### config.mk
export PLATFORM = sky130hd
export DESIGN_NAME = round_robin_ready_queue_core
export DESIGN_NICKNAME = d
export VERILOG_FILES = /design/src/rtl/core/rrq_pkg.sv /design/src/rtl/core/round_robin_ready_queue_core.sv /design/src/rtl/core/rrq_ram.sv /design/src/rtl/core/rrq_front.sv /design/src/rtl/core/rrq_back.sv
export SDC_FILE = /design/constraint.sdc
export NUM_CORES = 1
export LEC_CHECK = 0
export BUFFER_PORTS_ARGS = -buffer_cell sky130_fd_sc_hd__buf_4
export CAP_MARGIN = 30
export CORE_ASPECT_RATIO = 1.5
export CORE_MARGIN = 10
export CORE_UTILIZATION = 30
export CTS_CLUSTER_SIZE = 16
export DETAILED_ROUTE_END_ITERATION = 10
export GPL_ROUTABILITY_DRIVEN = 0
export SLEW_MARGIN = 20
export SYNTH_ARGS = -nofsm -noshare
export SYNTH_HDL_FRONTEND = slang
export SYNTH_SLANG_ARGS = --single-unit
### constraint.sdc
create_clock -name clk -period 4.66 [get_ports clk]
set_input_delay 0.932 -clock clk [delete_from_list [all_inputs] [get_ports clk]]
set_output_delay 0.932 -clock clk [all_outputs]
set_load 0.05 [all_outputs]
### src/rtl/core/rrq_pkg.sv
// Shared types and constants of the round-robin ready queue.
package rrq_pkg;

  // Table depth and widths
  localparam int MAX_THREADS = 16;
  localparam int ID_W        = $clog2(MAX_THREADS);
  localparam int CNT_W       = $clog2(MAX_THREADS + 1);
  localparam int FIFO_DEPTH  = 2;

  // Opcodes of an input word; the last code is reserved and does nothing
  typedef enum logic [1:0] {
    OP_ADMIT  = 2'd0,
    OP_REMOVE = 2'd1,
    OP_POP    = 2'd2,
    OP_NOP    = 2'd3
  } op_t;

  // Error codes of a result word
  typedef enum logic [1:0] {
    ERR_OK     = 2'd0,
    ERR_DUP    = 2'd1,
    ERR_ABSENT = 2'd2,
    ERR_EMPTY  = 2'd3
  } err_t;

  // Back-end sequencer states
  typedef enum logic {
    ST_IDLE = 1'b0,
    ST_EXEC = 1'b1
  } state_t;

  // Classified command passed from front to back
  typedef struct packed {
    op_t             op;
    logic [ID_W-1:0] id;
    logic            id_ok;
  } item_t;

  // One result word
  typedef struct packed {
    err_t             err;
    logic [CNT_W-1:0] length;
    logic             empty;
    logic [ID_W-1:0]  popped;
  } res_t;

  // Queue status seen by the top level
  typedef struct packed {
    logic [MAX_THREADS-1:0] queued;
    logic [CNT_W-1:0]       count;
  } status_t;

endpackage

### src/rtl/core/round_robin_ready_queue_core.sv
// Top level of the round-robin ready queue of thread ids.
//
// Input words arrive on s_tvalid/s_tready/s_tdata: a 2-bit opcode (admit,
// remove, pop, reserved) and a 4-bit thread id. Each word yields exactly one
// result word on m_tvalid/m_tready/m_tdata: the popped id, an empty flag,
// the queue length and an error code. The queue is a doubly linked list in
// two 16-entry link RAMs indexed by thread id, with a valid bit per id.
//
// A word passes a two-entry front queue. The back end then reads both link
// RAMs while idle and, in execute, updates links and the head, tail and
// count. It takes a new word only in idle, so it is through with one word
// before it takes another; the link RAMs have a registered read.
//
// Reset (rst, synchronous) empties the queue and clears all valid bits; the
// link RAMs are not cleared. When m_tready is low the result register
// holds, the back end waits in execute and the front queue keeps taking
// words until its two entries are full.
module round_robin_ready_queue_core (
  input  logic        clk,
  input  logic        rst,
  input  logic        s_tvalid,
  output logic        s_tready,
  input  logic [7:0]  s_tdata,   // [1:0] opcode, [5:2] thread_id, [7:6] zero
  output logic        m_tvalid,
  input  logic        m_tready,
  output logic [15:0] m_tdata    // [3:0] popped_id, [4] queue_empty,
                                 // [9:5] queue_length, [11:10] error_code, [15:12] zero
);

  logic              item_valid;
  logic              item_ready;
  rrq_pkg::item_t    item;
  rrq_pkg::res_t     res;
  rrq_pkg::status_t  status;

  rrq_front u_front (
    .clk        (clk),
    .rst        (rst),
    .in_valid   (s_tvalid),
    .in_ready   (s_tready),
    .opcode     (s_tdata[1:0]),
    .thread_id  (s_tdata[5:2]),
    .item_valid (item_valid),
    .item_ready (item_ready),
    .item       (item)
  );

  rrq_back u_back (
    .clk        (clk),
    .rst        (rst),
    .item_valid (item_valid),
    .item_ready (item_ready),
    .item       (item),
    .res_valid  (m_tvalid),
    .res_ready  (m_tready),
    .res        (res),
    .status     (status)
  );

  // Pack the result word
  assign m_tdata = {4'b0000, res};

  // Count always matches the number of queued ids
  a_count_matches: assert property (@(posedge clk) disable iff (rst)
    32'(status.count) == $countones(status.queued))
    else $error("queue count disagrees with valid bits");

  // Length never exceeds the table depth
  a_count_bound: assert property (@(posedge clk) disable iff (rst)
    32'(status.count) <= rrq_pkg::MAX_THREADS)
    else $error("queue count beyond table depth");

  // A failed pop reports no id and an empty queue
  a_empty_pop: assert property (@(posedge clk) disable iff (rst)
    (m_tvalid && res.err == rrq_pkg::ERR_EMPTY) |-> (res.popped == '0 && res.empty))
    else $error("pop of empty queue reported wrongly");

  // Empty flag agrees with the reported length
  a_empty_flag: assert property (@(posedge clk) disable iff (rst)
    m_tvalid |-> (res.empty == (res.length == '0)))
    else $error("empty flag disagrees with length");

endmodule

### src/rtl/core/rrq_ram.sv
// Generic single-write, single-read RAM with registered read data.
module rrq_ram #(
  parameter int WIDTH = 8,
  parameter int DEPTH = 16
) (
  input  logic                     clk,
  input  logic                     we,
  input  logic [$clog2(DEPTH)-1:0] wr_addr,
  input  logic [WIDTH-1:0]         wr_data,
  input  logic [$clog2(DEPTH)-1:0] rd_addr,
  output logic [WIDTH-1:0]         rd_data
);

  logic [WIDTH-1:0] mem [DEPTH];

  // Write port and registered read port
  always_ff @(posedge clk) begin
    if (we) begin
      mem[wr_addr] <= wr_data;
    end
    rd_data <= mem[rd_addr];
  end

endmodule

### src/rtl/core/rrq_front.sv
// Front end: accepts input words, decodes them and buffers them in a short queue.
module rrq_front (
  input  logic                 clk,
  input  logic                 rst,
  input  logic                 in_valid,
  output logic                 in_ready,
  input  logic [1:0]           opcode,
  input  logic [3:0]           thread_id,
  output logic                 item_valid,
  input  logic                 item_ready,
  output rrq_pkg::item_t       item
);

  localparam int PTR_W = $clog2(rrq_pkg::FIFO_DEPTH);
  localparam int OCC_W = $clog2(rrq_pkg::FIFO_DEPTH + 1);

  rrq_pkg::item_t   slots [rrq_pkg::FIFO_DEPTH];
  rrq_pkg::item_t   decoded;
  logic [PTR_W-1:0] wr_ptr;
  logic [PTR_W-1:0] rd_ptr;
  logic [OCC_W-1:0] occ;
  logic             push;
  logic             pop;

  // Decode the opcode; the reserved code becomes a no-op
  always_comb begin
    case (opcode)
      rrq_pkg::OP_ADMIT:  decoded.op = rrq_pkg::OP_ADMIT;
      rrq_pkg::OP_REMOVE: decoded.op = rrq_pkg::OP_REMOVE;
      rrq_pkg::OP_POP:    decoded.op = rrq_pkg::OP_POP;
      default:            decoded.op = rrq_pkg::OP_NOP;
    endcase
    decoded.id    = thread_id[rrq_pkg::ID_W-1:0];
    decoded.id_ok = (32'(thread_id) < 32'(rrq_pkg::MAX_THREADS));
  end

  assign in_ready   = (occ != OCC_W'(rrq_pkg::FIFO_DEPTH));
  assign item_valid = (occ != '0);
  assign item       = slots[rd_ptr];
  assign push       = in_valid && in_ready;
  assign pop        = item_valid && item_ready;

  // Queue storage
  always_ff @(posedge clk) begin
    if (push) begin
      slots[wr_ptr] <= decoded;
    end
  end

  // Queue pointers and occupancy
  always_ff @(posedge clk) begin
    if (rst) begin
      wr_ptr <= '0;
      rd_ptr <= '0;
      occ    <= '0;
    end else begin
      if (push) begin
        wr_ptr <= wr_ptr + PTR_W'(1);
      end
      if (pop) begin
        rd_ptr <= rd_ptr + PTR_W'(1);
      end
      if (push && !pop) begin
        occ <= occ + OCC_W'(1);
      end else if (pop && !push) begin
        occ <= occ - OCC_W'(1);
      end
    end
  end

endmodule

### src/rtl/core/rrq_back.sv
// Back end: executes admit, remove and pop on the linked list and forms results.
module rrq_back (
  input  logic                 clk,
  input  logic                 rst,
  input  logic                 item_valid,
  output logic                 item_ready,
  input  rrq_pkg::item_t       item,
  output logic                 res_valid,
  input  logic                 res_ready,
  output rrq_pkg::res_t        res,
  output rrq_pkg::status_t     status
);

  localparam int IW = rrq_pkg::ID_W;
  localparam int CW = rrq_pkg::CNT_W;

  rrq_pkg::state_t                state;
  rrq_pkg::state_t                state_next;
  rrq_pkg::item_t                 cur;
  rrq_pkg::item_t                 cur_next;
  logic [rrq_pkg::MAX_THREADS-1:0] queued;
  logic [rrq_pkg::MAX_THREADS-1:0] queued_next;
  logic [IW-1:0]                  head;
  logic [IW-1:0]                  head_next;
  logic [IW-1:0]                  tail;
  logic [IW-1:0]                  tail_next;
  logic [CW-1:0]                  count;
  logic [CW-1:0]                  count_next;
  rrq_pkg::res_t                  res_next;
  rrq_pkg::item_t                 rd_item;

  // Link table ports
  logic          nx_we;
  logic [IW-1:0] nx_wa;
  logic [IW-1:0] nx_wd;
  logic [IW-1:0] nx_ra;
  logic [IW-1:0] nx_rd;
  logic          pv_we;
  logic [IW-1:0] pv_wa;
  logic [IW-1:0] pv_wd;
  logic [IW-1:0] pv_ra;
  logic [IW-1:0] pv_rd;

  logic          fire;
  logic          hit;
  logic          at_head;
  logic          at_tail;

  rrq_ram #(.WIDTH(IW), .DEPTH(rrq_pkg::MAX_THREADS)) u_next_tbl (
    .clk     (clk),
    .we      (nx_we),
    .wr_addr (nx_wa),
    .wr_data (nx_wd),
    .rd_addr (nx_ra),
    .rd_data (nx_rd)
  );

  rrq_ram #(.WIDTH(IW), .DEPTH(rrq_pkg::MAX_THREADS)) u_prev_tbl (
    .clk     (clk),
    .we      (pv_we),
    .wr_addr (pv_wa),
    .wr_data (pv_wd),
    .rd_addr (pv_ra),
    .rd_data (pv_rd)
  );

  assign item_ready = (state == rrq_pkg::ST_IDLE);
  assign fire       = (state == rrq_pkg::ST_EXEC) && (!res_valid || res_ready);
  assign status     = '{queued: queued, count: count};

  // Read addresses: from the incoming word in idle, held during execute
  assign rd_item = (state == rrq_pkg::ST_IDLE) ? item : cur;
  assign nx_ra   = (rd_item.op == rrq_pkg::OP_POP) ? head : rd_item.id;
  assign pv_ra   = rd_item.id;

  // Next state
  always_comb begin
    case (state)
      rrq_pkg::ST_IDLE: state_next = item_valid ? rrq_pkg::ST_EXEC : rrq_pkg::ST_IDLE;
      rrq_pkg::ST_EXEC: state_next = fire ? rrq_pkg::ST_IDLE : rrq_pkg::ST_EXEC;
      default:          state_next = rrq_pkg::ST_IDLE;
    endcase
  end

  // List update and result for the word in execute
  always_comb begin
    cur_next    = (item_valid && item_ready) ? item : cur;
    hit         = cur.id_ok && queued[cur.id];
    at_head     = (head == cur.id);
    at_tail     = (tail == cur.id);
    queued_next = queued;
    head_next   = head;
    tail_next   = tail;
    count_next  = count;
    nx_we       = 1'b0;
    nx_wa       = tail;
    nx_wd       = cur.id;
    pv_we       = 1'b0;
    pv_wa       = cur.id;
    pv_wd       = tail;
    res_next.err    = rrq_pkg::ERR_OK;
    res_next.popped = '0;
    case (cur.op)
      rrq_pkg::OP_ADMIT: begin
        if (!cur.id_ok || queued[cur.id]) begin
          res_next.err = rrq_pkg::ERR_DUP;
        end else begin
          // append behind the tail, or start a fresh list
          if (count != '0) begin
            nx_we = fire;
            pv_we = fire;
          end else begin
            head_next = cur.id;
          end
          tail_next           = cur.id;
          queued_next[cur.id] = 1'b1;
          count_next          = count + CW'(1);
        end
      end
      rrq_pkg::OP_REMOVE: begin
        if (!hit) begin
          res_next.err = rrq_pkg::ERR_ABSENT;
        end else begin
          // bridge the neighbors around the removed id
          if (at_head) begin
            head_next = nx_rd;
          end else begin
            nx_we = fire;
            nx_wa = pv_rd;
            nx_wd = nx_rd;
          end
          if (at_tail) begin
            tail_next = pv_rd;
          end else begin
            pv_we = fire;
            pv_wa = nx_rd;
            pv_wd = pv_rd;
          end
          queued_next[cur.id] = 1'b0;
          count_next          = count - CW'(1);
        end
      end
      rrq_pkg::OP_POP: begin
        if (count == '0) begin
          res_next.err = rrq_pkg::ERR_EMPTY;
        end else begin
          res_next.popped = head;
          if (count > CW'(1)) begin
            head_next = nx_rd;
          end
          queued_next[head] = 1'b0;
          count_next        = count - CW'(1);
        end
      end
      default: begin
      end
    endcase
    res_next.length = count_next;
    res_next.empty  = (count_next == '0);
  end

  // Control state
  always_ff @(posedge clk) begin
    if (rst) begin
      state     <= rrq_pkg::ST_IDLE;
      queued    <= '0;
      head      <= '0;
      tail      <= '0;
      count     <= '0;
      res_valid <= 1'b0;
    end else begin
      state <= state_next;
      if (fire) begin
        queued    <= queued_next;
        head      <= head_next;
        tail      <= tail_next;
        count     <= count_next;
        res_valid <= 1'b1;
      end else if (res_ready) begin
        res_valid <= 1'b0;
      end
    end
  end

  // Held command and result word
  always_ff @(posedge clk) begin
    cur <= cur_next;
    if (fire) begin
      res <= res_next;
    end
  end

endmodule

==> Word level (Yosys, flattened, before mapping) <==
Memories as Yosys holds them, arrays and structs flattened. A register that Yosys moved wholly into a read port is not among the register bits.
Cells that the tools add are included.
{ "word_totals": {"ff_bits": 54, "ram_bits": 140, "in_bits": 12, "wordCells": 147, "n_memories": 3} }
{ "memory_table": {"columns": ["memory", "words", "width", "read_ports", "rd_ports_with_merged_regs", "write_ports", "line", "text"], "rows": [
  ["u_back.u_next_tbl.mem", 16, 4, 1, 1, 1, "rrq_ram.sv:14", "logic [WIDTH-1:0] mem [DEPTH];"],
  ["u_back.u_prev_tbl.mem", 16, 4, 1, 1, 1, "rrq_ram.sv:14", null],
  ["u_front.slots", 2, 6, 1, 1, 1, "rrq_front.sv:17", "rrq_pkg::item_t slots [rrq_pkg::FIFO_DEPTH];"]
]} }
{ "op_classes": {"addsub": 6, "magnitude_cmp": 5, "n_eq_ne": 15, "n_mux": 67, "n_bitwise": 7, "n_reduce_logical": 28} }
{ "ops": {"columns": ["operator", "n"], "rows": [
  ["$mux 4", 22],
  ["$mux 16", 3],
  ["$pmux 16 s3", 1],
  ["$and 16x16->16", 2],
  ["$not 16->16", 2],
  ["$mux 1", 22],
  ["$or 16x16->16", 1],
  ["$mux 5", 3],
  ["$pmux 5 s3", 1],
  ["$pmux 2 s3", 2],
  ["$pmux 4 s3", 1],
  ["$logic_not 5->1", 2],
  ["$lt 4x5->1 const B", 2],
  ["$reduce_and 5->1", 2],
  ["$demux 1 s4", 2],
  ["$eq 4x4->1", 2],
  ["$ge 4x1->1 const B", 2],
  ["$logic_and 1x1->1", 8],
  ["$mux 2", 4],
  ["$ne 2x1->1 const B", 4],
  ["$ne 2x2->1 const B", 4],
  ["$pmux 4 s2", 1],
  ["$reduce_and 8->1", 1],
  ["$reduce_bool 2->1", 4],
  ["18 further kinds", 30]
]} }

==> Logic depth before layout (Yosys ltp) <==
Gate-level depths: netlist (run 1).
{ "logic_depth": {"ltp_word": 8, "mapped_depth": 10, "depth_no_buf": 9} }

==> Modules after synthesis <==
Synthesis (run 1) repeated with hierarchy kept, for this count alone.
{ "hier_totals": {"cells_unflattened": 702, "area_unflattened_um2": 9490.4} }
{ "by_module_without_submodules": {"columns": ["module", "n_inst", "cells_each", "area_each_um2", "seq_area_each_um2"], "rows": [
  ["rrq_ram", 2, 130, 2666.3, 2001.9],
  ["rrq_back", 1, 390, 3443.3, 1191.1],
  ["rrq_front", 1, 47, 680.7, 460.4],
  ["round_robin_ready_queue_core", 1, 5, 33.8, 0.0]
]} }

==> Least setup slack after synthesis (run 1) <==
Ideal clock, no wire load.
{ "synth_timing": {"kind": "flip-flop to flip-flop", "start": "register with a tool-made name", "end": "register u_back.u_prev_tbl.rd_data[1] (read register of u_back.u_prev_tbl.mem)", "setup_time_ns": 0.141, "arrival_time_ns": 2.564, "required_time_ns": 4.519, "setup_slack_ns": 1.955, "stages_incl_launch_ff": 9, "period_less_slack_ns": 2.705, "path_cell_list": "dfxtp_1 > clkbuf_1 > mux2_2 > mux2i_2 > buf_4 > mux4_2 > mux2_2 > nand2_1 > o21ai_0"} }
{ "synth_lines": {"columns": ["item", "line", "text"], "rows": [
  ["end, declared", "rrq_ram.sv:11", "output logic [WIDTH-1:0] rd_data"]
]} }

==> Worst setup path after layout (run 1) <==
{ "layout_timing": {"start": "register u_back.cur[1] in the netlist's numbering", "end": "memory u_back.u_next_tbl.mem[8][0] in the netlist's numbering, enable pin"} }
{ "layout_between": {"elab_chain_cells": 7, "word_cells_on_any_way": 14, "cone_classes": "eq/ne (1); mux (11); reduce/logical (2)"} }
{ "layout_rtl": {"columns": ["item", "line", "text"], "rows": [
  ["start, declared", "rrq_back.sv:19", "rrq_pkg::item_t cur;"],
  ["start signal, assigned", "rrq_back.sv:187", "cur <= cur_next;"],
  ["$bmux 1 s4", "rrq_back.sv:88, rrq_back.sv:105", null],
  ["$mux 1 (not written as such)", "rrq_back.sv:88, rrq_back.sv:105", null],
  ["$logic_and 1x1->1 / $logic_or 1x1->1 (equally long branches)", "rrq_back.sv:88, rrq_back.sv:105", null],
  ["$mux 1, on equally long branches", "rrq_back.sv:121, rrq_back.sv:105", null],
  ["$pmux 1 s2", "rrq_back.sv:103", "case (cur.op)"],
  ["$mux 1", "rrq_ram.sv:18", "if (we) begin"],
  ["$mux 1 (not written as such)", "rrq_ram.sv:19", "mem[wr_addr] <= wr_data;"],
  ["end, declared", "rrq_ram.sv:14", null]
]} }
Several ways; a longest one is shown, not always the timed one. The select of a mux whose other input is x is not followed.

==> impl_metrics.ini, run 1 <==
[synth]
syn_area_um2 = 9360
synthArstFlopShare = 0
yosysWarnings = 0
synthFlopType = edfxtp_1
synth_enable_flop_cells = 158
synth_seq_cells = 202
synth.distinct_cells = 64
synth-seq-area-share = 0.601
syn_avg_cell_area_um2 = 13.1
syn_inst = 715

[status]
status = finished, final reports clean

[pwr]
p_per_area_nw_per_um2 = 621
cellLeakagePower_nw = 3.60
peakVddDrop_v = 0.000217

[global_routing]
antenna_found_initial = 0
grt_pass1_wl_um = 32600
gr-total-overflow = 0
grt.total_usage = 0.107
grt_max_degree = 37
grt_pass1_vias = 5850

[floorplan]
rows = 79
floorplan.io_pins = 30
dieArea_um2 = 38800
die_h_um = 236
coreArea_um2 = 30900
die_width_um = 164
start_util = 0.303

[finish]
insertedDiodeCount = 0
seqCellArea_um2 = 5630
final_common_cell = edfxtp_1
area_growth_pct = 12.3
final_cell_mix = edfxtp_1, nor2_1, mux2i_1
fillers = 3017
post-route-util = 0.340
final_layout_size_suffix_gt1_frac = 0.172
multi_input_area_um2 = 3480
fin_cells = 1143
final_area_um2 = 10500
nets = 746

[clock_tree]
cts_buffers = 19
cts_tree = built
clk_pin_slew_ps = 70
postCtsSetupRepairBufs = 0
htreeDepth = 1
ctsResizeCount = 0
ctsHoldBuffers = 0
cts-root-buf = clkbuf_16
clock_path_buffers = 3
cts_sinks = 202
clk_latency_ps = 510

[setup_path]
critPathCaptureType = flip-flop
worst_ep_arrival_time_ps = 3620
cp_top_family = simple AND/OR/NAND/NOR gates
cp.buffers_inverters = 0
path_class = flip-flop to flip-flop
slowest_stage = edfxtp_1
required_ps = 4820
critPathLaunchType = flip-flop
worstPathMaxFanout = 14
max_stage_delay_ps = 820
crit_chain = mux4_2 -> a22oi_4 -> and3_1 -> nand3b_1 -> a21oi_1 -> nand2_1 -> nor2_1

[routing]
drc = 0
ant_nets = 0
via_per_inst = 5.02
dr.pass1.iters = 4
routed_wirelength_um = 20900
wl_per_cell_um = 18.3
num_vias = 5737
drt_iter0_drc = 229

[sta]
clock_skew_ps = 19.1
slew_headroom = 0.394
max_clock_freq_ghz = 0.289
finalSetupTns_ps = 0
finalHoldViolCount = 0
maxSlewViolCount = 0
grt_setup_unrepaired = false
report.final.setup_viol = 0
worstMarginPinSlew_ps = 909
period_share = 0.742
period_needed_ps = 3460

[run]
maxCapViolations = 0

[placed_design]
dp_cells = 1109
place_hpwl_um = 14600
dpl_cell_area_um2 = 9930
port_buffers = 23

[worst_hold_path]
hold_class = flip-flop to flip-flop
## area by class of cell
class | instances | area share
flip-flops and latches | 202 | 0.535
multi-input cells | 452 | 0.331
well taps | 405 | 0.0482
clock buffers | 24 | 0.0470
repair buffers | 32 | 0.0239
clock inverters | 10 | 0.00833
inverters | 18 | 0.00643
## cells in the mapped netlist, types with 3 or more instances
cell type | count | area (um^2)
nand3_1 | 18 | 90.1
nor2_1 | 73 | 274
a21oi_1 | 31 | 155
nand2_1 | 37 | 139
clkbuf_1 | 26 | 97.6
a22oi_1 | 4 | 30.0
nand4_1 | 5 | 31.3
mux4_2 | 20 | 450
o21ai_0 | 23 | 115
nor3b_1 | 3 | 22.5
nand2b_1 | 10 | 62.6
and3_1 | 5 | 31.3
mux2_2 | 29 | 327
o221ai_1 | 4 | 35.0
xor2_1 | 11 | 96.3
nor3_1 | 5 | 25.0
a31oi_1 | 10 | 62.6
buf_1 | 4 | 15.0
and2_1 | 3 | 18.8
edfxtp_1 | 158 | 4740
mux2i_1 | 53 | 531
o31ai_1 | 10 | 75.1
a211oi_1 | 28 | 210
buf_2 | 7 | 35.0
inv_1 | 17 | 63.8
buf_4 | 9 | 67.6
o41ai_1 | 4 | 35.0
dfxtp_1 | 44 | 881
ha_1 | 9 | 113
nor2b_1 | 5 | 31.3
nor4_2 | 4 | 50.1
o22ai_1 | 3 | 18.8
## worst paths after layout
check	from	to	cells past startpoint	slack, ps
setup / recovery	u_back.cur[1]$_DFFE_PP_	u_back.u_next_tbl.mem[8][0]$_DFFE_PP_	7	1200
setup reg to reg	u_back.cur[1]$_DFFE_PP_	u_back.u_next_tbl.mem[8][0]$_DFFE_PP_	7	1200
hold reg to reg	u_back.res_valid$_SDFFE_PP0P_	u_back.res_valid$_SDFFE_PP0P_	2	500
hold / removal	u_back.res_valid$_SDFFE_PP0P_	u_back.res_valid$_SDFFE_PP0P_	2	500
## where the power goes
group	switching [W]	internal, W
Combinational	0.00157	0.000961
Clock	0.000661	0.000817
Sequential	0.000271	0.00225
Total	0.00250	0.00403
## metal layers
layer / vias up / GRT usage / wire, um
met2: 130 / 0.198 / 11300
met4: 0 / 0.0562 / 960
met3: 50 / 0.0146 / 784
li1: 2743 / - / -
met1: 2814 / 0.112 / 7870
met5: - / 0 / 0
## registers in the layout, indices dropped and copies added, names as in the netlist, 2 cells and up, named ones only
register and flops:
u_back.u_next_tbl.mem 64, u_back.u_next_tbl.rd_data 4, u_back.res 12, u_back.tail 4, u_back.count 5, u_back.queued 16
u_back.cur 6, u_front.slots 12, u_back.u_prev_tbl.rd_data 4, u_back.u_prev_tbl.mem 64, u_back.head 4, u_front.occ 2
## logic make-up after synthesis
| family | Yosys count | share of synthesized area |
|---|---|---|
| flops | 202 | 0.601 |
| simple gates | 180 | 0.0957 |
| other cells | 1 | 0.000401 |
| xor+xnor | 13 | 0.0122 |
| compound gates | 143 | 0.107 |
| fa+ha+maj | 9 | 0.0120 |
| buf+inv | 64 | 0.0302 |
| mux | 103 | 0.141 |
## worst reg2reg max path, delay by kind of cell, from the launching register on
kind,cells,cell delay (ps)
AND/OR/NAND/NOR,4,1100
AO/OA/AOI/OAI,2,530
flip-flops,1,820
multiplexers,1,660
## stage by stage
stage	power (W)	hold slack [ps]	setup slack, ps
2_1_floorplan	0.00439	481	1950
4_1_cts	0.00659	510	1150
3_5_place_dp	0.00510	500	1130
3_3_place_gp	0.00506	486	1150
5_1_grt	0.00687	535	1000
6_report	0.00653	504	1200
Note: power is estimated with default switching activity, not from simulation.
==> run 2, diff against run 1 <==
==> constraint.sdc (replaced) <==
create_clock -name clk -period 2.8 [get_ports clk]
set_input_delay 0.56 -clock clk [delete_from_list [all_inputs] [get_ports clk]]
set_output_delay 0.56 -clock clk [all_outputs]
set_load 0.05 [all_outputs]
==> run 2 against run 1 <==
Effect of this change:
- global-route usage rose by 0.38 points
- setup slack got worse by 1100 ps
- clock skew rose by 9.3 ps
- maximum frequency rose by 27%
- cell area rose by 7.6%
- routed wire length rose by 3.5%
- sequential cell count did not move
- critical endpoint is now u_back.u_next_tbl.mem[1][3]$_DFFE_PP_
- largest power group unchanged
- register-to-register slack got worse by 1100 ps
- clock-buffer cell count fell by 3
- clock power rose by 76%
- utilization rose by 2.6 points
==> impl_metrics.ini, run 2 (synthesis gave the netlist of run 1 again) <==
[routing]
via_per_inst = 4.93
routed_wirelength_um = 21700
drc = 0
num_vias = 6056
dr.pass1.iters = 5
wl_per_cell_um = 17.7
ant_nets = 0
drt_iter0_drc = 365

[setup_path]
reg2regPathDepth = 9
cp.buffers_inverters = 2
critPathCaptureType = flip-flop
required_ps = 3010
r2r_slack_ps = 70
crit_path_frequent_cell = nor2_1
worst_ep_arrival_time_ps = 2950
cp_top_family = simple AND/OR/NAND/NOR gates
path_class = flip-flop to flip-flop
r2r-end = u_back.u_next_tbl.mem[1][3]$_DFFE_PP_
critPathLaunchType = flip-flop
reg2reg_from = u_back.cur[1]$_DFFE_PP_
slowest_stage = mux4_2
crit_chain = buf_12 -> mux4_2 -> a22oi_4 -> and3_4 -> a32oi_1 -> nor2_1 -> nand2_2 -> nor2_1 -> buf_4
max_stage_delay_ps = 540
worstPathMaxFanout = 5

[sta]
clock_skew_ps = 28.4
max_clock_freq_ghz = 0.366
period_needed_ps = 2730
report.final.setup_viol = 0
period_share = 0.977
maxSlewViolCount = 0
whs_ps = 235
worstMarginPinSlew_ps = 702
finalHoldViolCount = 0
grt_setup_unrepaired = false
slew_headroom = 0.527
timing.final.ws_setup_ps = 65.3

[global_routing]
met1_usage = 0.113
gr-usage-met2 = 0.209
grt_pass1_wl_um = 34000
gr-total-overflow = 0
grt_max_degree = 37
grt_pass1_vias = 6236
use_met3 = 0.0150
antenna_found_initial = 0
grt_busiest_layer = met2
grt.total_usage = 0.110

[clock_tree]
htreeDepth = 1
cts-root-buf = clkbuf_16
clock_path_buffers = 3
cts_buffers = 20
clk_latency_ps = 520
ctsHoldBuffers = 0
clk_pin_slew_ps = 60
cts_sinks = 202
cts_tree = built

[run]
maxCapViolations = 0

[finish]
final_cell_mix = edfxtp_1, buf_4, nor2_1
multi_input_area_um2 = 3550
fillers = 2984
final_common_cell = edfxtp_1
seqCellArea_um2 = 5630
post-route-util = 0.366
insertedDiodeCount = 0
final_layout_size_suffix_gt1_frac = 0.279
nets = 831
largest_registers = u_back.u_next_tbl.mem x64, u_back.u_prev_tbl.mem x64, u_back.queued x16
area_growth_pct = 20.9

[worst_hold_path]
hold_path_depth = 1
hold_class = primary input to flip-flop
hold_path_end = u_front.slots[1][0]$_DFFE_PP_
worstHoldStart = s_tdata[2]

[floorplan]
die_width_um = 164
floorplan.io_pins = 30
coreArea_um2 = 30900
dieArea_um2 = 38800
rows = 79
die_h_um = 236
start_util = 0.303

[placed_design]
place_hpwl_um = 15400
post-place-ws_ps = -128
port_buffers = 23

[pwr]
cellLeakagePower_nw = 4.09
p_per_area_nw_per_um2 = 1010
peakVddDrop_v = 0.000452

[status]
status = finished, final reports clean
==> run 2: cell types whose count changed in the layout (fill, tap and decap cells not counted), sizes merged <==
cell | previous run | this run
buf | 32 | 115
clkinv | 6 | 9
clkbuf | 24 | 22
bufinv | 1 | 2
clkinvlp | 1 | 2
inv | 20 | 19
==> run 2: how the worst max path moves through the flow <==
stage / start / endpoint / cells after the start
after floorplan: flip-flop / u_back.u_prev_tbl.rd_data[1]$_DFF_P_ / 8
after global placement: u_back.cur[1]$_DFFE_PP_ / u_back.queued[9]$_SDFFE_PP0P_ / 6
after detailed placement: u_back.cur[1]$_DFFE_PP_ / u_back.u_next_tbl.mem[2][0]$_DFFE_PP_ / 7
after CTS: u_back.cur[1]$_DFFE_PP_ / u_back.u_prev_tbl.mem[2][0]$_DFFE_PP_ / 9
after global routing: u_back.cur[1]$_DFFE_PP_ / u_back.res[4]$_DFFE_PP_ / 9
final: u_back.cur[1]$_DFFE_PP_ / u_back.u_next_tbl.mem[1][3]$_DFFE_PP_ / 9
==> run 2: final cells by class <==
cell class / count / share of cell area
inverters: 18 / 0.00597
clock buffers: 21 / 0.0446
repair buffers: 116 / 0.0823
flip-flops and latches: 202 / 0.497
well taps: 405 / 0.0448
clock inverters: 14 / 0.0116
multi-input cells: 452 / 0.313
==> run 2: metal layers <==
| metal | vias to the layer above | share of wire |
|---|---|---|
| li1 | 2916 | - |
| met5 | - | 0 |
| met4 | 0 | 0.042 |
| met2 | 137 | 0.55 |
| met3 | 42 | 0.041 |
| met1 | 2961 | 0.36 |
==> run 2: power breakdown <==
group          internal, W  switching [W]
logic              0.00199        0.00287
clock network      0.00150        0.00110
registers          0.00374       0.000263
total              0.00723        0.00424
==> run 2: timing repair <==
item | 4_1_cts | 5_1_grt
pin swaps | 2 | 7
setup endpoints to repair | 130 | 151
endpoints found under the hold margin | 0 | 0
buffers inserted | 3 | 4
gates resized for setup | 11 | 9
==> run 2: metrics by stage <==
stage	TNS, ps	instances	area [um^2]	power, W
6_report	0	1228	11300	0.0115
5_1_grt	0	1228	11300	0.0121
4_1_cts	0	1223	11200	0.0115
3_5_place_dp	-3730	1186	10500	0.00889
3_3_place_gp	-2900	1185	10500	0.00882
2_1_floorplan	0	718	9370	0.00730
==> run 3, diff against run 2 <==
--- a/config.mk
+++ b/config.mk
@@ -6,13 +6,15 @@
 export NUM_CORES = 1
 export LEC_CHECK = 0
 export BUFFER_PORTS_ARGS = -buffer_cell sky130_fd_sc_hd__buf_4
-export CAP_MARGIN = 30
+export CAP_MARGIN = 20
 export CORE_ASPECT_RATIO = 1.5
 export CORE_MARGIN = 10
-export CORE_UTILIZATION = 30
+export CORE_UTILIZATION = 56
+export CTS_BUF_LIST = sky130_fd_sc_hd__clkbuf_4 sky130_fd_sc_hd__clkbuf_8
 export CTS_CLUSTER_SIZE = 16
 export DETAILED_ROUTE_END_ITERATION = 10
 export GPL_ROUTABILITY_DRIVEN = 0
+export PLACE_DENSITY = 0.76
 export SLEW_MARGIN = 20
 export SYNTH_ARGS = -nofsm -noshare
 export SYNTH_HDL_FRONTEND = slang
==> run 3 against run 2 <==
Effect of this change:
- clock power shrank 3%
- clock skew shrank 2.5 ps
- critical path depth is the same
- global-route usage grew 7.2 points
- total power is essentially flat
- register-to-register slack lost 30 ps
- setup slack lost 27 ps
- largest power group unchanged
==> impl_metrics.ini, run 3 (synthesis gave the netlist of run 1 again) <==
[pwr]
p_switching_w = 0.00428
p_int_w = 0.00717
p_per_area_nw_per_um2 = 1040
cellLeakagePower_nw = 4.10
peakVddDrop_v = 0.000769
seq_power_share = 0.349
power_w = 0.0115
pwr-share-clk = 0.219
swShare = 0.374
p_comb_frac = 0.432

[setup_path]
cp.buffers_inverters = 2
worst_ep_arrival_time_ps = 3030
r2r_slack_ps = 40
critPathLaunchType = flip-flop
crit_chain = buf_6 -> mux4_2 -> a22oi_4 -> and3_2 -> a32oi_1 -> nor2_1 -> nand2_1 -> nor2_1 -> buf_4
reg2reg_from = u_back.cur[1]$_DFFE_PP_
slowest_stage = mux4_2
max_stage_delay_ps = 570
critPathCaptureType = flip-flop
crit_path_frequent_cell = nor2_1
reg2regPathDepth = 9
r2r-end = u_back.u_next_tbl.mem[1][1]$_DFFE_PP_
cp_top_family = simple AND/OR/NAND/NOR gates
cp.depth = 9
worstPathMaxFanout = 5
path_class = flip-flop to flip-flop
required_ps = 3070

[sta]
grt_setup_unrepaired = true
slew_headroom = 0.606
worstMarginPinSlew_ps = 588
report.final.setup_viol = 0
clock_skew_ps = 25.9
period_share = 0.986
finalHoldViolCount = 0
max_clock_freq_ghz = 0.362
maxSlewViolCount = 0
timing.final.ws_setup_ps = 38.6
period_needed_ps = 2760

[routing]
drt_iter0_drc = 633
num_vias = 6259
via_per_inst = 6.01
ant_nets = 0
wl_per_cell_um = 20.4
dr.pass1.iters = 6
drc = 0
routed_wirelength_um = 21300

[global_routing]
use_met3 = 0.0318
met1_usage = 0.190
antenna_found_initial = 0
gr-total-overflow = 0
grt_busiest_layer = met2
gr-usage-met2 = 0.345
grt_max_degree = 37
grt_pass1_wl_um = 33200
grt.total_usage = 0.182
grt_pass1_vias = 6400

[placed_design]
dp_cells = 982
port_buffers = 23
post-place-ws_ps = 28.8
place_hpwl_um = 14700

[worst_hold_path]
hold_path_depth = 1
hold_path_end = u_front.slots[0][4]$_DFFE_PP_
hold_class = primary input to flip-flop
worstHoldStart = s_tdata[0]

[floorplan]
floorplan.io_pins = 30
rows = 57
die_width_um = 126
dieArea_um2 = 22400
die_h_um = 178
start_util = 0.573
coreArea_um2 = 16300

[clock_tree]
htreeDepth = 1
cts_tree = built
clk_latency_ps = 570
clock_path_buffers = 3
cts_sinks = 202
cts-root-buf = clkbuf_8
cts_buffers = 30
ctsHoldBuffers = 0
clk_pin_slew_ps = 60

[finish]
largest_registers = u_back.u_next_tbl.mem x64, u_back.u_prev_tbl.mem x64, u_back.queued x16
fin_cells = 1042
final_cell_mix = edfxtp_1, buf_4, nor2_1
final_common_cell = edfxtp_1
final_layout_size_suffix_gt1_frac = 0.293
area_growth_pct = 17.9
insertedDiodeCount = 0
nets = 833

[status]
status = finished, final reports clean

[run]
maxCapViolations = 0
-- run 3: changes by cell type in the layout (fill, tap and decap cells not counted), moves of 3 or more --
cell	before	now
clkinv_1	5	1
clkbuf_4	0	18
a31oi_1	8	5
a211oi_1	28	24
nand2_2	7	1
a31oi_2	2	5
clkbuf_16	20	0
buf_4	110	101
nand2_1	30	36
clkbuf_8	0	34
a211oi_2	0	4
-- run 3: area by class of cell --
cell class | count | area (um^2)
multi-input combinational | 452 | 3560
fill | 1107 | 5300
tap | 206 | 258
sequential | 202 | 5630
clock buffer | 52 | 603
clock inverter | 4 | 43.8
inverter | 18 | 67.6
timing repair buffer | 108 | 881
-- run 3: power groups by stage --
stage / clock network (W) / registers, W / logic, W
2_1_floorplan: 0 / 0.00417 / 0.00313
3_3_place_gp: 0 / 0.00406 / 0.00454
3_5_place_dp: 0 / 0.00407 / 0.00469
4_1_cts: 0.00255 / 0.00398 / 0.00477
5_1_grt: 0.00269 / 0.00402 / 0.00530
6_report: 0.00251 / 0.00399 / 0.00495
-- run 3: how the worst max path moves through the flow --
stage,from,end,slack (ps)
final,u_back.cur[1]$_DFFE_PP_,u_back.u_next_tbl.mem[1][1]$_DFFE_PP_,40
after global routing,u_back.cur[1]$_DFFE_PP_,u_back.u_next_tbl.mem[14][0]$_DFFE_PP_,-60
after CTS,u_back.cur[1]$_DFFE_PP_,u_back.u_next_tbl.mem[3][0]$_DFFE_PP_,20
after detailed placement,u_back.cur[2]$_DFFE_PP_,u_back.u_next_tbl.mem[2][1]$_DFFE_PP_,30
after global placement,u_back.cur[1]$_DFFE_PP_,u_back.u_prev_tbl.mem[13][1]$_DFFE_PP_,60
after floorplan,flip-flop,u_back.u_prev_tbl.rd_data[1]$_DFF_P_,90
-- run 3: layer usage --
metal,vias up,wire length [um]
met4,0,752
met3,58,1050
li1,2929,-
met1,3051,7850
met5,-,0
met2,221,11600
-- run 3: worst register-to-register path: stages, from the launching register on --
cell and delay, ps:
edfxtp_1 340, buf_6 160, mux4_2 570, a22oi_4 270
and3_2 280, a32oi_1 110, nor2_1 180, nand2_1 240
nor2_1 180, buf_4 150
-- run 3: timing repair --
action | in CTS | in global routing
pin swaps | 0 | 2
resized for setup | 1 | 20
setup buffers | 1 | 3
setup endpoints to repair | 4 | 131
-- run 3: through the flow --
| step | hold slack (ps) | setup TNS (ps) | utilization | instance area, um^2 |
|---|---|---|---|---|
| detailed placement | 503 | 0 | 0.627 | 10200 |
| finish | 181 | 0 | 0.676 | 11000 |
| floorplan | 481 | 0 | - | 9370 |
| global route | 165 | -1760 | 0.676 | 11000 |
| CTS | 159 | 0 | 0.668 | 10900 |
| global placement | 498 | 0 | 0.627 | 10200 |
